===== src/rtl/cfrg_pkg.sv =====
// ----------------------------------------------------------------------------
// cfrg_pkg
// Types and constants of the command freshness and replay guard.
// ----------------------------------------------------------------------------
`default_nettype none

package cfrg_pkg;

  localparam int unsigned WORD_W    = 32;
  localparam int unsigned TIMEOUT_W = 31;

  localparam logic [WORD_W-1:0] COUNT_MAX = '1;

  typedef enum logic [1:0] {
    OP_TICK      = 2'd0,
    OP_HEARTBEAT = 2'd1,
    OP_COMMAND   = 2'd2,
    OP_EPOCH     = 2'd3
  } op_t;

  typedef enum logic [2:0] {
    ST_ACCEPTED       = 3'd0,
    ST_BOOTSTRAP      = 3'd1,
    ST_MISMATCH       = 3'd2,
    ST_REPLAY         = 3'd3,
    ST_EXPIRED        = 3'd4,
    ST_REQUIRED       = 3'd5,
    ST_NOT_CONFIGURED = 3'd6
  } status_t;

  typedef struct packed {
    logic              proof_qualified;
    logic              pending_valid;
    logic [WORD_W-1:0] pending_heartbeat;
    logic [WORD_W-1:0] pending_since;
    logic [WORD_W-1:0] last_proof_time;
    logic              consumed_valid;
    logic [WORD_W-1:0] last_consumed;
    logic [WORD_W-1:0] ok_total;
    logic [WORD_W-1:0] mismatch_total;
    logic [WORD_W-1:0] timeout_total;
    logic [WORD_W-1:0] replay_total;
    logic [WORD_W-1:0] largest_gap;
  } guard_state_t;

  typedef struct packed {
    status_t           status;
    logic [WORD_W-1:0] ok_count;
    logic [WORD_W-1:0] mismatch_count;
    logic [WORD_W-1:0] timeout_count;
    logic [WORD_W-1:0] replay_count;
    logic [WORD_W-1:0] max_gap;
  } guard_result_t;

  function automatic logic [WORD_W-1:0] sat_inc(input logic [WORD_W-1:0] value);
    sat_inc = (value == COUNT_MAX) ? value : value + WORD_W'(1);
  endfunction

endpackage

`default_nettype wire


===== src/rtl/cfrg_core.sv =====
// ----------------------------------------------------------------------------
// cfrg_core
// Next-state and status logic for one event of the replay guard.
// ----------------------------------------------------------------------------
`default_nettype none

module cfrg_core import cfrg_pkg::*; (
  input  wire op_t                   op,
  input  wire logic [WORD_W-1:0]     cmd_id,
  input  wire logic [WORD_W-1:0]     ack_ref,
  input  wire logic [WORD_W-1:0]     now,
  input  wire logic [TIMEOUT_W-1:0]  timeout,
  input  wire guard_state_t          state_cur,
  output guard_state_t               state_nxt,
  output status_t                    status
);

  logic [WORD_W-1:0] timeout_ext;
  logic [WORD_W-1:0] pending_age;
  logic [WORD_W-1:0] proof_age;
  logic [WORD_W-1:0] id_delta;
  logic              not_configured;
  logic              expired;
  logic              replay;
  logic              proof_fresh;

  assign timeout_ext    = {1'b0, timeout};
  assign pending_age    = now - state_cur.pending_since;
  assign proof_age      = now - state_cur.last_proof_time;
  assign id_delta       = cmd_id - state_cur.last_consumed;
  assign not_configured = (timeout == '0);
  assign expired        = state_cur.pending_valid && (pending_age > timeout_ext);
  assign replay         = (cmd_id == '0) ||
                          (state_cur.consumed_valid &&
                           ((id_delta == '0) || id_delta[WORD_W-1]));
  assign proof_fresh    = state_cur.proof_qualified && state_cur.pending_valid &&
                          (proof_age <= timeout_ext);

  always_comb begin
    state_nxt = state_cur;
    status    = ST_ACCEPTED;
    case (op)
      OP_TICK: begin
        if (expired) begin
          state_nxt.proof_qualified   = 1'b0;
          state_nxt.pending_valid     = 1'b0;
          state_nxt.pending_heartbeat = '0;
          state_nxt.pending_since     = '0;
          state_nxt.last_proof_time   = '0;
          if (state_cur.proof_qualified) begin
            state_nxt.timeout_total = sat_inc(state_cur.timeout_total);
          end
        end
      end
      OP_HEARTBEAT: begin
        if (not_configured) begin
          status = ST_NOT_CONFIGURED;
        end else begin
          if (expired) begin
            state_nxt.proof_qualified   = 1'b0;
            state_nxt.pending_valid     = 1'b0;
            state_nxt.pending_heartbeat = '0;
            state_nxt.pending_since     = '0;
            state_nxt.last_proof_time   = '0;
            if (state_cur.proof_qualified) begin
              state_nxt.timeout_total = sat_inc(state_cur.timeout_total);
            end
          end
          if (replay) begin
            state_nxt.replay_total = sat_inc(state_cur.replay_total);
            status                 = ST_REPLAY;
          end else begin
            state_nxt.consumed_valid = 1'b1;
            state_nxt.last_consumed  = cmd_id;
            if (!state_nxt.pending_valid) begin
              state_nxt.pending_valid     = 1'b1;
              state_nxt.pending_heartbeat = cmd_id;
              state_nxt.pending_since     = now;
              status                      = ST_BOOTSTRAP;
            end else if (ack_ref != state_cur.pending_heartbeat) begin
              state_nxt.mismatch_total = sat_inc(state_cur.mismatch_total);
              status                   = ST_MISMATCH;
            end else begin
              if (state_cur.proof_qualified && (proof_age > state_cur.largest_gap)) begin
                state_nxt.largest_gap = proof_age;
              end
              state_nxt.proof_qualified   = 1'b1;
              state_nxt.last_proof_time   = now;
              state_nxt.pending_heartbeat = cmd_id;
              state_nxt.pending_since     = now;
              state_nxt.ok_total          = sat_inc(state_cur.ok_total);
            end
          end
        end
      end
      OP_COMMAND: begin
        if (not_configured) begin
          status = ST_NOT_CONFIGURED;
        end else if (replay) begin
          state_nxt.replay_total = sat_inc(state_cur.replay_total);
          status                 = ST_REPLAY;
        end else begin
          state_nxt.consumed_valid = 1'b1;
          state_nxt.last_consumed  = cmd_id;
          if (expired) begin
            state_nxt.proof_qualified   = 1'b0;
            state_nxt.pending_valid     = 1'b0;
            state_nxt.pending_heartbeat = '0;
            state_nxt.pending_since     = '0;
            state_nxt.last_proof_time   = '0;
            if (state_cur.proof_qualified) begin
              state_nxt.timeout_total = sat_inc(state_cur.timeout_total);
            end
            status = ST_EXPIRED;
          end else if (proof_fresh) begin
            status = ST_ACCEPTED;
          end else begin
            status = ST_REQUIRED;
          end
        end
      end
      OP_EPOCH: begin
        state_nxt.proof_qualified   = 1'b0;
        state_nxt.pending_valid     = 1'b0;
        state_nxt.pending_heartbeat = '0;
        state_nxt.pending_since     = '0;
        state_nxt.last_proof_time   = '0;
        state_nxt.consumed_valid    = 1'b0;
        state_nxt.last_consumed     = '0;
      end
      default: begin
        state_nxt = state_cur;
      end
    endcase
  end

endmodule

`default_nettype wire


===== src/rtl/command_freshness_replay_guard.sv =====
// ----------------------------------------------------------------------------
// command_freshness_replay_guard: each input word is registered, then its result word is registered.
// Throughput is one word per cycle while the result side is not stalled; cfrg_core computes the state update.
// Synchronous active-low reset clears all guard state, counters and the timeout.
// ----------------------------------------------------------------------------
`default_nettype none

module command_freshness_replay_guard import cfrg_pkg::*; (
  input  wire logic                 clk,
  input  wire logic                 rst_n,
  input  wire logic                 cfg_wr_en,
  input  wire logic [30:0]          cfg_wr_data,
  input  wire logic                 in_valid,
  output logic                      in_stall,
  input  wire logic [1:0]           in_operation,
  input  wire logic [31:0]          in_command_id,
  input  wire logic [31:0]          in_ack_reference,
  input  wire logic [31:0]          in_event_time,
  output logic                      out_valid,
  input  wire logic                 out_stall,
  output logic [2:0]                out_status,
  output logic [31:0]               out_proof_ok_count,
  output logic [31:0]               out_mismatch_count,
  output logic [31:0]               out_timeout_count,
  output logic [31:0]               out_replay_count,
  output logic [31:0]               out_max_proof_gap
);

  logic                  in_valid_r;
  op_t                   in_op_r;
  logic [WORD_W-1:0]     in_id_r;
  logic [WORD_W-1:0]     in_ack_r;
  logic [WORD_W-1:0]     in_time_r;
  logic [TIMEOUT_W-1:0]  timeout_r;
  guard_state_t          state_r;
  guard_state_t          state_nxt;
  status_t               status_nxt;
  logic                  out_valid_r;
  guard_result_t         result_r;
  logic                  advance;

  assign advance  = in_valid_r && (!out_valid_r || !out_stall);
  assign in_stall = in_valid_r && !advance;

  always_ff @(posedge clk) begin
    if (!rst_n) begin
      in_valid_r <= 1'b0;
    end else if (!in_stall) begin
      in_valid_r <= in_valid;
    end
  end

  always_ff @(posedge clk) begin
    if (in_valid && !in_stall) begin
      in_op_r   <= op_t'(in_operation);
      in_id_r   <= in_command_id;
      in_ack_r  <= in_ack_reference;
      in_time_r <= in_event_time;
    end
  end

  cfrg_core u_core (
    .op        (in_op_r),
    .cmd_id    (in_id_r),
    .ack_ref   (in_ack_r),
    .now       (in_time_r),
    .timeout   (timeout_r),
    .state_cur (state_r),
    .state_nxt (state_nxt),
    .status    (status_nxt)
  );

  always_ff @(posedge clk) begin
    if (!rst_n) begin
      timeout_r <= '0;
      state_r   <= '0;
    end else if (cfg_wr_en) begin
      timeout_r <= cfg_wr_data;
      state_r   <= '0;
    end else if (advance) begin
      state_r <= state_nxt;
    end
  end

  always_ff @(posedge clk) begin
    if (!rst_n) begin
      out_valid_r <= 1'b0;
    end else if (advance) begin
      out_valid_r <= 1'b1;
    end else if (!out_stall) begin
      out_valid_r <= 1'b0;
    end
  end

  always_ff @(posedge clk) begin
    if (advance) begin
      result_r.status         <= status_nxt;
      result_r.ok_count       <= state_nxt.ok_total;
      result_r.mismatch_count <= state_nxt.mismatch_total;
      result_r.timeout_count  <= state_nxt.timeout_total;
      result_r.replay_count   <= state_nxt.replay_total;
      result_r.max_gap        <= state_nxt.largest_gap;
    end
  end

  assign out_valid          = out_valid_r;
  assign out_status         = result_r.status;
  assign out_proof_ok_count = result_r.ok_count;
  assign out_mismatch_count = result_r.mismatch_count;
  assign out_timeout_count  = result_r.timeout_count;
  assign out_replay_count   = result_r.replay_count;
  assign out_max_proof_gap  = result_r.max_gap;

endmodule

`default_nettype wire


===== config.mk =====
export PLATFORM = sky130hd
export DESIGN_NAME = command_freshness_replay_guard
export DESIGN_NICKNAME = d
export VERILOG_FILES = /design/src/rtl/cfrg_pkg.sv /design/src/rtl/cfrg_core.sv /design/src/rtl/command_freshness_replay_guard.sv
export SDC_FILE = /design/constraint.sdc
export NUM_CORES = 2
export LEC_CHECK = 0
export BUFFER_PORTS_ARGS = -buffer_cell sky130_fd_sc_hd__buf_4
export CAP_MARGIN = 20
export CORE_AREA = 10 10 376 378
export CTS_CLUSTER_SIZE = 8
export DETAILED_ROUTE_END_ITERATION = 16
export DIE_AREA = 0 0 386 388
export PLACE_DENSITY = 0.38
export REMOVE_ABC_BUFFERS = 1
export SETUP_SLACK_MARGIN = 0.3
export SLEW_MARGIN = 20
export SYNTH_ARGS = -nofsm -noshare
export SYNTH_HDL_FRONTEND = slang
export SYNTH_SLANG_ARGS = --single-unit

===== constraint.sdc =====
create_clock -name clk -period 8.65 [get_ports clk]
set_input_delay 0.4325 -clock clk [delete_from_list [all_inputs] [get_ports clk]]
set_output_delay 0.4325 -clock clk [all_outputs]
set_load 0.01 [all_outputs]

Word level (Yosys, flattened, before mapping)
Cells that the tools add are included.
W data, S select, Z words.

operators by class
  $add $sub $neg = 7
  multipliers = 0
  divide/modulo/power cells = 0
  $lt $le $gt $ge = 3
  equality and inequality tests = 13
  shifts and indexed selects = 0
  multiplexer cells = 45
  bitwise operators = 1
  reduce and logical (&&, ||, !) cells = 23

operators with widths
  operator                 number
  $mux W32                 16
  $pmux W98 S4             1
  $mux W98                 3
  $mux W291                1
  $mux W131                2
  $mux W64                 4
  $mux W195                1
  $add A32 B1 Y32 const B  4
  $eq A32 B32 Y1 const B   4
  $pmux W33 S3             1
  $mux W96                 1
  $pmux W32 S3             1
  $sub A32 B32 Y32         3
  $logic_not A32 Y1        2
  $pmux W32 S2             1
  $gt A32 B31 Y1           1
  $gt A32 B32 Y1           1
  $le A32 B31 Y1           1
  $ne A32 B32 Y1           1
  $logic_not A31 Y1        1
  $mux W3                  7
  $logic_and A1 B1 Y1      8
  $ne A2 B2 Y1 const B     4
  $pmux W3 S2              1
  other kinds (13)         22

word-level totals
  bits in registers = 585
  bits in latches = 0
  bits in writable memories = 0
  bits in read-only memories = 0
  input bits = 134
  output and inout bits = 165
  word-level logic and storage cells = 117
  memories kept = 0

Logic depth before layout (Yosys ltp)
  word-level depth = 11
  depth in mapped cells = 32
  gate-level depth less buffers = 29

Modules after synthesis
Synthesis repeated with hierarchy kept, for this count alone.

second synthesis, totals
  cells, all modules = 3,963
  area total of the unflattened synthesis = 38,525.7 µm²

by module, submodules not included
  module                          instances  cells each  area an instance (µm²)  sequential area each (µm²)
  command_freshness_replay_guard  1          1,695       23,393.7                14,323.7
  cfrg_core                       1          2,268       15,132.0                0.0

Worst setup path before layout
No wires, ideal clock.

  kind = reg2reg
  from = register in_time_r[0]
  to = register result_r (netlist bit out_proof_ok_count[14]), data pin
  library setup time = 0.258 ns
  data arrival time = 6.683 ns
  data required time = 8.392 ns
  slack = 1.709 ns
  stages on the path, launching flop included = 32
  buffers on the path = 2
  period minus slack after synthesis = 6.941 ns
  path through = edfxtp_1 inv_1 ha_1 inv_1 fa_1 a21o_1 a21oi_1 o21bai_1 a31o_2 a41o_1 o41ai_1 o211ai_1 a21o_1 a21o_1 a221o_1 a31o_2 a21oi_1 xnor2_1 ha_1 a2111oi_0 nand2_1 a21oi_1 o21ai_0 o21a_1 or4_1 buf_2 a211oi_2 o211ai_2 nor2_1 buf_2 nand4_1 xnor2_1

RTL lines
  item                      line                                  RTL
  start: declaration        command_freshness_replay_guard.sv:33  logic [WORD_W-1:0] in_time_r;
  start signal: assignment  command_freshness_replay_guard.sv:58  in_time_r <= in_event_time;
  end: declaration          command_freshness_replay_guard.sv:39  guard_result_t result_r;

==> impl_metrics.env <==
export IMPL_fin_cells=5544
export IMPL_yosysWarnings=0
export IMPL_die_height_um=388
export IMPL_worstHoldStart="rst_n"
export IMPL_area_delta_synth_final_pct=26.0
export IMPL_cp_end_kind="flip-flop"
export IMPL_rsz0062_at_grt="no"
export IMPL_min_path_type="in -> reg"
export IMPL_power_density_nw_per_um2=181
export IMPL_synth_edff_count=261
export IMPL_gr_total_overflow=0
export IMPL_ys_seq_elements=585
export IMPL_io_pins=299
export IMPL_placed_cells=5252
export IMPL_antenna_found_initial=10
export IMPL_finalHoldViolCount=0
export IMPL_totalWireLength_um=110000
export IMPL_drv_slew=0
export IMPL_yosysSeqAreaShare=0.450
export IMPL_path_class="reg -> reg"
export IMPL_status="complete, no violations"
export IMPL_crit_fanout=23
export IMPL_cts_sinks=585
export IMPL_max_freq_ghz=0.130
export IMPL_place_gp_congestion=0.815
export IMPL_clkTransAtPathRegs_ns=0.05
export IMPL_drc=0
export IMPL_period_minus_slack_ns=7.71
export IMPL_num_vias=26228
export IMPL_finalSetupViolCount=0
export IMPL_cp_arrival_ns=8.15
export IMPL_worstMarginPinSlew_ns=1.06
export IMPL_reg2reg_to="out_proof_ok_count[1]"
export IMPL_async_flop_share=0
export IMPL_avgSynthCellArea_um2=9.68
export IMPL_min_to="timeout_r[25]"
export IMPL_nets=4039
export IMPL_dr_first_iter_drc_count=1766
export IMPL_core_area_um2=133000
export IMPL_cp_start_kind="flip-flop"
export IMPL_finalSetupTns_ns=0
export IMPL_r2r_slack_ns=0.94
export IMPL_dieArea_um2=150000
export IMPL_dpl_hpwl_um=79000
export IMPL_peakVddDrop_mv=0.130
export IMPL_cp_required_ns=9.09
export IMPL_post_route_period_util=0.892
export IMPL_drive_above_1_share=0.139
export IMPL_reg2regPathDepth=30
export IMPL_cts_tree="done"
export IMPL_clock_skew_ns=0.0481
export IMPL_fillers=13979
export IMPL_worst_path_max_delay_cell="or4_1"
export IMPL_p_leak_nw=14.3
export IMPL_htreeDepth=3
export IMPL_clockBufferDepth=3
export IMPL_min_path_cells=2
export IMPL_dr_pass1_iters=7
export IMPL_rows=134
export IMPL_slowest_delay_ns=0.65
export IMPL_grt_max_degree=122
export IMPL_synth_cell_types=94
export IMPL_drv_cap=0
export IMPL_cts_root_buffer="clkbuf_16"
export IMPL_chipWidth_um=386
export IMPL_initial_utilization=0.239
export IMPL_utilization=0.301
export IMPL_ys_flop_type="dfxtp_1"
export IMPL_r2r_start="in_time_r[0]"
export IMPL_vias_per_cell=4.73
export IMPL_grt_usage=0.143
export IMPL_syn_area_um2=31800
export IMPL_cts_made_buffers=86
export IMPL_postRouteAntennaNets=0
export IMPL_portBuffers=298
export IMPL_grt_pass1_wl_um=167000
export IMPL_clkLatencyLatePin_ns=0.69
export IMPL_wl_per_cell_um=19.9
export IMPL_netlist_instances=3286
export IMPL_grt_pass1_vias=26321
export IMPL_power_total_mw=7.23
export IMPL_relSlewSlack=0.290
## synthesized netlist by cell type, drive strengths merged (24+ instances only)
master	count	share of area
dfxtp	324	0.20
edfxtp	261	0.25
nor2	254	0.030
nand2	214	0.025
inv	206	0.024
a21oi	197	0.031
ha	195	0.077
o21ai	168	0.027
xnor2	136	0.037
nand3	111	0.018
clkbuf	105	0.012
nand4	98	0.019
mux2i	89	0.028
xor2	71	0.020
and3	66	0.013
a22o	64	0.018
nor2b	62	0.012
a21o	56	0.013
nor3	45	0.0081
or3	45	0.0089
buf	44	0.0073
a31oi	36	0.0071
a32o	36	0.011
nor4	34	0.0074
o21a	32	0.0076
a22oi	30	0.0071
nand2b	27	0.0053
a211oi	25	0.0061
and2	24	0.0047
## state kept, by name (all words and copies together), names as in the netlist
name	count
state_r	291
in_ack_r	32
in_id_r	32
in_time_r	32
out_max_proof_gap	32
out_mismatch_count	32
out_proof_ok_count	32
out_replay_count	32
out_timeout_count	32
timeout_r	31
out_status	3
in_op_r	2
in_valid_r	1
out_valid	1
## metrics by stage
| step | hold slack, ns | worst slack [ns] | instance area (um^2) |
|---|---|---|---|
| 2_1_floorplan | 0.442 | -0.458 | 31200 |
| 5_1_grt | 0.196 | 0.385 | 40000 |
| 6_report | 0.230 | 0.937 | 40100 |
| 4_1_cts | 0.178 | 0.814 | 40000 |
| 3_5_place_dp | 0.454 | 0.865 | 36100 |
| 3_3_place_gp | 0.455 | 0.974 | 36100 |
## routing by layer
layer	vias to the layer above	GRT usage	share of wire
met2	505	0.224	0.45
li1	12977	-	-
met4	8	0.0359	0.020
met1	12606	0.199	0.49
met3	132	0.0290	0.049
met5	-	0	0.00047
## cell type report
cell class                      instances  area (um^2)  area share
Tap cell                             1768         2210      0.0552
Clock inverter                          6          100     0.00250
Sequential cell                       585        14300       0.358
Timing Repair Buffer                  482         3980      0.0992
Multi-Input combinational cell       2345        16200       0.404
Inverter                              207          785      0.0196
Clock buffer                          149         2460      0.0614
Antenna cell                            2         5.00    0.000125
## layout by cell type, fill, tap and decap left out, types with 10 or more instances in the layout
master,n
o21a_1,32
nor4_1,28
a211oi_1,23
nand4_1,98
edfxtp_1,261
or4_1,16
nand3_1,110
and3_1,66
ha_1,195
clkbuf_16,86
nor2b_1,60
nor2_1,252
xnor2_1,136
a22o_1,64
inv_1,206
o31ai_1,12
mux2i_1,89
and2_1,22
a21oi_1,196
o21ai_0,158
dfxtp_1,324
nand2b_1,26
a21o_1,56
a31o_2,18
nand2_1,213
nor3_1,39
a22oi_1,30
o211ai_1,12
xor2_1,71
a31oi_1,35
a32o_1,36
or2_2,10
dlygate4sd3_1,131
buf_4,348
o21bai_1,10
or3_1,45
clkbuf_1,56
## cell families after synthesis
kind of cell,count (synthesis),synth area share
xor+xnor,207,0.0570
buf+inv,356,0.0441
simple gates,1038,0.166
flops,585,0.450
mux,95,0.0301
compound gates,807,0.174
fa+ha+maj,198,0.0786
## worst max-delay path by stage
stage | from | end | depth (start not counted)
final | in_time_r[0] | out_proof_ok_count[1] | 30
after detailed placement | in_time_r[0] | out_max_proof_gap[28] | 30
after CTS | in_time_r[0] | out_max_proof_gap[29] | 30
after global routing | in_time_r[0] | out_proof_ok_count[1] | 30
after global placement | in_time_r[0] | out_timeout_count[23] | 30
after floorplan | in_time_r[0] | out_mismatch_count[22] | 28
## timing repair
| item | CTS | global route |
|---|---|---|
| setup endpoints to repair | 0 | 17 |
| setup buffers | 0 | 4 |
| gates resized for setup | 0 | 1 |
| hold endpoints to repair | 131 | 0 |
| hold buffers | 131 | 0 |
## worst max-delay path, delay by kind of cell (launching register included)
kind | cells | cell delay (ns)
multiplexers | 1 | 0.37
XOR/XNOR | 1 | 0.10
buffers and inverters | 4 | 0.66
adder cells (fa/ha/maj) | 3 | 0.77
flip-flops | 1 | 0.41
AND/OR/NAND/NOR | 3 | 0.95
AO/OA/AOI/OAI | 18 | 4.17
## power by group
part | internal, mW | switching, mW | leakage (nW)
Clock | 1.92 | 1.36 | 1.22
Sequential | 2.97 | 0.0726 | 5.02
Combinational | 0.372 | 0.537 | 8.09
Total | 5.26 | 1.97 | 14.3
Note: power is estimated with default switching activity, not from simulation.
